### src/sv/lsp_pkg.sv
`timescale 1ns / 1ps
// ----------------------------------------------------------------------------
// lsp_pkg
// Shared types, codes and defaults of the looping sample player.
// ----------------------------------------------------------------------------
package lsp_pkg;

	localparam int BUFFER_FRAMES_DEF = 65536;
	localparam int FRAC_BITS_DEF     = 16;
	localparam int SAMPLE_BITS_DEF   = 16;

	// fixed register field widths
	localparam int RATE_W    = 24;
	localparam int FRAMES_W  = 17;
	localparam int LSTART_W  = 16;
	localparam int CHAN_W    = 2;
	localparam int PADDR_W   = 5;
	localparam int PDATA_W   = 32;

	localparam logic [RATE_W-1:0] RATE_STEP_RST       = 24'd65536;
	localparam logic [CHAN_W-1:0] BUFFER_CHANNELS_RST = 2'd1;
	localparam logic [CHAN_W-1:0] OUTPUT_CHANNELS_RST = 2'd2;

	typedef enum logic [1:0] {
		MODE_TICK  = 2'd0,
		MODE_LOAD  = 2'd1,
		MODE_START = 2'd2,
		MODE_STOP  = 2'd3
	} mode_t;

	typedef enum logic [2:0] {
		REG_RATE_STEP       = 3'd0,
		REG_LOOP_ENABLE     = 3'd1,
		REG_LOOP_START      = 3'd2,
		REG_LOOP_END        = 3'd3,
		REG_BUFFER_FRAMES   = 3'd4,
		REG_BUFFER_CHANNELS = 3'd5,
		REG_OUTPUT_CHANNELS = 3'd6
	} reg_idx_t;

	// how the stored samples of a frame reach the output
	typedef enum logic [2:0] {
		MAP_ZERO   = 3'd0,
		MAP_MONO   = 3'd1,
		MAP_STEREO = 3'd2,
		MAP_DUP    = 3'd3,
		MAP_MIX    = 3'd4
	} map_t;

	typedef struct packed {
		logic [RATE_W-1:0]   rate_step;
		logic                loop_enable;
		logic [LSTART_W-1:0] loop_start;
		logic [FRAMES_W-1:0] loop_end;
		logic [FRAMES_W-1:0] buffer_frames;
		logic [CHAN_W-1:0]   buffer_channels;
		logic [CHAN_W-1:0]   output_channels;
	} cfg_t;

endpackage

### src/sv/lsp_regs.sv
`timescale 1ns / 1ps
// ----------------------------------------------------------------------------
// lsp_regs
// APB register file holding the playback configuration.
// ----------------------------------------------------------------------------
module lsp_regs
	import lsp_pkg::*;
(
	input  logic               clk,
	input  logic               arst_n,
	input  logic               psel,
	input  logic               penable,
	input  logic               pwrite,
	input  logic [PADDR_W-1:0] paddr,
	input  logic [PDATA_W-1:0] pwdata,
	output logic [PDATA_W-1:0] prdata,
	output logic               pready,
	output cfg_t               cfg
);

	cfg_t     cfg_q;
	reg_idx_t idx;
	logic     wr_en;

	assign idx    = reg_idx_t'(paddr[PADDR_W-1:2]);
	assign wr_en  = psel && penable && pwrite;
	assign pready = 1'b1;
	assign cfg    = cfg_q;

	always_ff @(posedge clk or negedge arst_n) begin
		if (!arst_n) begin
			cfg_q.rate_step       <= RATE_STEP_RST;
			cfg_q.loop_enable     <= 1'b0;
			cfg_q.loop_start      <= '0;
			cfg_q.loop_end        <= '0;
			cfg_q.buffer_frames   <= '0;
			cfg_q.buffer_channels <= BUFFER_CHANNELS_RST;
			cfg_q.output_channels <= OUTPUT_CHANNELS_RST;
		end else if (wr_en) begin
			unique case (idx)
				REG_RATE_STEP:       cfg_q.rate_step       <= pwdata[RATE_W-1:0];
				REG_LOOP_ENABLE:     cfg_q.loop_enable     <= pwdata[0];
				REG_LOOP_START:      cfg_q.loop_start      <= pwdata[LSTART_W-1:0];
				REG_LOOP_END:        cfg_q.loop_end        <= pwdata[FRAMES_W-1:0];
				REG_BUFFER_FRAMES:   cfg_q.buffer_frames   <= pwdata[FRAMES_W-1:0];
				REG_BUFFER_CHANNELS: cfg_q.buffer_channels <= pwdata[CHAN_W-1:0];
				REG_OUTPUT_CHANNELS: cfg_q.output_channels <= pwdata[CHAN_W-1:0];
				default: ;
			endcase
		end
	end

	always_comb begin
		unique case (idx)
			REG_RATE_STEP:       prdata = PDATA_W'(cfg_q.rate_step);
			REG_LOOP_ENABLE:     prdata = PDATA_W'(cfg_q.loop_enable);
			REG_LOOP_START:      prdata = PDATA_W'(cfg_q.loop_start);
			REG_LOOP_END:        prdata = PDATA_W'(cfg_q.loop_end);
			REG_BUFFER_FRAMES:   prdata = PDATA_W'(cfg_q.buffer_frames);
			REG_BUFFER_CHANNELS: prdata = PDATA_W'(cfg_q.buffer_channels);
			REG_OUTPUT_CHANNELS: prdata = PDATA_W'(cfg_q.output_channels);
			default:             prdata = '0;
		endcase
	end

endmodule

### config.mk
export PLATFORM = sky130hd
export DESIGN_NAME = lsp_regs
export DESIGN_NICKNAME = d
export VERILOG_FILES = /design/src/sv/lsp_pkg.sv /design/src/sv/lsp_regs.sv
export SDC_FILE = /design/constraint.sdc
export NUM_CORES = 1
export LEC_CHECK = 0
export ABC_AREA = 1
export BUFFER_PORTS_ARGS = -buffer_cell sky130_fd_sc_hd__buf_4
export CORE_UTILIZATION = 45
export CTS_BUF_LIST = sky130_fd_sc_hd__clkbuf_16
export DETAILED_ROUTE_END_ITERATION = 8
export PLACE_DENSITY = 0.81
export SYNTH_ARGS = -nofsm -noshare
export SYNTH_HDL_FRONTEND = slang
export SYNTH_SLANG_ARGS = --single-unit
### constraint.sdc
create_clock -name clk -period 1 [get_ports clk]
set_input_delay 0.1 -clock clk [delete_from_list [all_inputs] [get_ports clk]]
set_output_delay 0.1 -clock clk [all_outputs]
set_load 0.01 [all_outputs]
# Word level (Yosys, flattened, before mapping)
# Index checks and enable logic that the tools add are counted.
# classes
magnitude_cmp	0
reduce_logical	10
muxes	1
n_shift	0
addsub	0
n_mul	0
n_bitwise	0
div	0
eq_ne	6
# op_table
cell	n
case mux 24 bit (7 select lines)	1
AND reduction 2 bit	7
== test 3 bit, second input constant	3
== test 3 x 2 -> 1 bit, second input constant	2
== test 3 x 1 -> 1 bit, second input constant	1
zero test 3 bit	1
logical AND 1 bit	2
# totals
latch_bits	0
memories	0
register_bits	79
input_bits	42
rom_bits	0
ramBits	0
elab_cells	24
out_inout_bits	112

# Longest topological paths before layout
# logic_depth
word_depth	3
ltp_mapped	9
ltp_nobuf	7

# Worst setup path before layout
# Ideal clock, no wire load.
# synth_timing
kind	input to output
start	in paddr[3]
end	out prdata[2]
n_path_buf	2
path_stages	7
path_slack_ns	-0.054
arrival_time_ns	0.954
cell_sequence	buf_6 > nor2_4 > nand2_4 > buf_2 > o21ai_0 > inv_1 > nand2_1
# synth_between
elab_chain_cells	2
# synth_rtl
element	line	text
from (decl)	lsp_regs.sv:14	input logic [PADDR_W-1:0] paddr,
== test 3 bit (tied with other cells)	lsp_regs.sv:54	unique case (idx)
case mux 24 bit (7 select lines) (*)	lsp_regs.sv:54	
to (decl)	lsp_regs.sv:16	output logic [PDATA_W-1:0] prdata,
# Mark *: on every way between the ends. The rest lies on a longest branch, timed or not.

# Worst setup path in the final report
# layout_timing
start	reg cfg_q, in the netlist cfg[1]
end	out prdata[1]
# layout_between
elab_chain_cells	1
# layout_rtl
element	line	text
from (decl)	lsp_regs.sv:21	cfg_t cfg_q;
case mux 24 bit (7 select lines)	lsp_regs.sv:54	
# Every way passes these cells.

==> summary.md <==
| Metric | Value |
|---|---|
| CTS tree | yes |
| Setup violations, final | 84 |
| Routability cong. | 0.906 |
| N_diodes | 0 |
| Crit. End Element | output pin |
| Root Driver | clkbuf_16 |
| Yosys top cell by area | dfrtp_1 |
| Routed vias/inst | 5.33 |
| Worst Hold Class | in -> reg |
| Clk_lat worst skew | 0.33 ns |
| Setup ws final | -0.342 ns |
| Worst-path fanout max | 2 |
| Metal2 WL | 7820 µm |
| WL/cell | 17.6 µm |
| Maxcap violations | 0 |
| Peak VDD IR | 0.986 mV |
| Failing checks | negative hold slack, negative setup slack |
| Post-synthesis cell count | 507 |
| Vias in the first global route | 4,632 |
| Crit share post-route | 134% |
| Tot GR Track Use | 30.3% |
| Prevailing post-synth register cell | dfrtp_1 |
| Final Skew | 0 ns |
| Ys Warns | 0 |
| Status | finished with violations |
| # port buffers | 134 |
| Grt total ovfl | 0 |
| Routed wire length | 15,300 µm |
| Setup Crit Path Kind | reg -> out |
| Final Power | 12.5 mW |
| Critical Path AT | 1.24 ns |
| DR vias | 4,651 |
| Clock-pin slew on the worst setup and hold paths | 0.06 ns |
| Initial antenna violation count | 0 |
| First-pass GRT wire length | 22,600 µm |
| Fraction of final layout cells sized beyond drive strength 1 | 47.6% |
| Max-slew violations | 0 |
| DRC | 0 |
| Unrepaired setup endpoints after global routing | true |
| Post-synth EDFFs | 0 |
| 1st-iter DRT viols | 350 |
| CTS buffer count | 9 |
| Die ar. | 9480 µm² |
| First drt pass iteration count | 5 |
| IO Count | 154 |
| Max Freq | 745 MHz |
| Metal3 WL | 1200 µm |
| Area of the multi-input gates | 1670 µm² |
| Die Height | 97.4 µm |
| Placed cells | 763 |
| Synth async-reset ratio | 100% |
| Layout area overhead | 73.6% |
| Yosys top cell area share | 46.5% |
| Worst EP required | 0.90 ns |
| Hold slack final | -0.000128 ns |
| CTS H-Tree Depth | 3 |
| Antenna violation net count after detailed routing | 0 |
| Type of origin of the critical path | register |
| Clock Sink Count | 79 |
| Post-Layout Cell Count | 873 |
| Pin count of the biggest net entering global routing | 35 |
| Fin crit period | 1.34 ns |
| Mean Syn Cell Area | 8.07 µm² |
| Filler Cell Count | 464 |
| Fin. Hold Viols | 1 |
| Pleak | 3.72 nW |
| Distinct cells, synth | 23 |
| Post-DP HPWL | 8460 µm |
| Die outline width | 97.4 µm |
| Core Box Area | 8760 µm² |
| Metal-1 WL | 5620 µm |
| Most common cell in the netlist | nand2_1 |
| Initial Utilization | 46.7% |
| Top post-synthesis cells by count | 187 x nand2_1, 76 x dfrtp_1, 71 x inv_1, 50 x o21ai_0, 30 x o21ai_2 |
| Largest cells by area after synthesis | dfrtp_1 46%, nand2_1 17%, inv_1 6.5% |
| Mapped Area | 4090 µm² |
| CTS max path bufs | 2 |
| PD cells | 1760 nW/µm² |
| Seq. cell area | 1980 µm² |
| Sequential fraction of the synthesis area | 48.4% |
| Net count, final | 802 |
| Synthesized flop and latch total | 79 |
| Uppermost layer routed | met4 |
| FP Rows | 34 |
| Max reg flops | 79 |
path summary, 6_finish.rpt:
check                      startpoint         to  slack, ns  cells after the start
min reg2reg                   cfg[47]    cfg[47]       0.52                      2
max in group asynchronous      arst_n    cfg[57]       0.40                      3
min in group asynchronous      arst_n     cfg[0]       0.16                      2
min                         pwdata[9]    cfg[64]    -0.0001                      3
max                            cfg[1]  prdata[1]      -0.34                      5
max reg2reg                   cfg[52]    cfg[52]      -0.02                      5
placed cells by master, fill, tap and decap left out:
cell and n:
buf_12 14, nand4_1 6, clkinv_4 1, clkinv_2 4
dlygate4sd3_1 17, o21ai_0 36, nand3_1 8, buf_4 93
o21ai_2 38, buf_6 141, inv_4 2, o211ai_1 1
nand2_2 15, nor2_1 10, nor2_4 6, nand2_4 5
clkbuf_16 10, nand3_4 1, o21ai_1 19, inv_6 2
clkinvlp_4 1, nor2_2 4, inv_1 46, dfrtp_1 76
inv_2 24, conb_1 9, nand2_1 172, dfstp_2 3
clkinv_1 1
logic make-up after synthesis:
logic type	share of synthesized area, %
AO/OA/AOI/OAI	14.3
buffers and inverters	13.7
flip-flops	48.4
other	0.183
AND/OR/NAND/NOR	23.5
critical path, stage by stage, from the launching register on:
cell	delay, ns
dfstp_2	0.54
nand4_1	0.08
nand2_1	0.07
nor2_1	0.05
nand2_1	0.06
buf_4	0.11
layer usage:
layer  track usage [%]  vias to the layer above
met1              37.4                     2219
met2              52.0                      308
met4              12.3                        0
li1                  -                     2060
met3              6.04                       64
met5                 0                        -
stage by stage:
step / instance area (µm²) / utilization, % / hold slack (ns) / TNS (ns) / setup slack (ns)
2_1_floorplan: 4140 / - / -0.196 / 0 / 0.00172
4_1_cts: 6780 / 77.4 / 0.00206 / -7.69 / -0.340
6_report: 7110 / 81.1 / -0.000128 / -8.82 / -0.342
3_3_place_gp: 5470 / 62.4 / -0.0294 / -7.50 / -0.152
5_1_grt: 7110 / 81.1 / 0.000541 / -11.23 / -0.373
3_5_place_dp: 5470 / 62.4 / -0.0297 / -10.55 / -0.209
final cells by class:
class / instances / share of cell area [%]
Timing Repair Buffer: 266 / 38.9
Clock buffer: 9 / 3.17
Clock inverter: 7 / 0.563
Multi-Input combinational cell: 330 / 23.5
Sequential cell: 79 / 27.9
Inverter: 74 / 4.12
Tap cell: 108 / 1.90
repair_timing:
action,CTS,global route
resized for setup,133,96
hold buffers,17,0
pin swaps,47,16
endpoints found under the setup margin,38,92
gates cloned,0,1
hold endpoints to repair,96,0
buffers inserted,62,39
power breakdown:
group          internal (mW)  switching [mW]
logic                   2.96            2.17
registers               3.86           0.545
clock network           1.66            1.32
total                   8.47            4.04
Power figures use the tool's default switching activity.
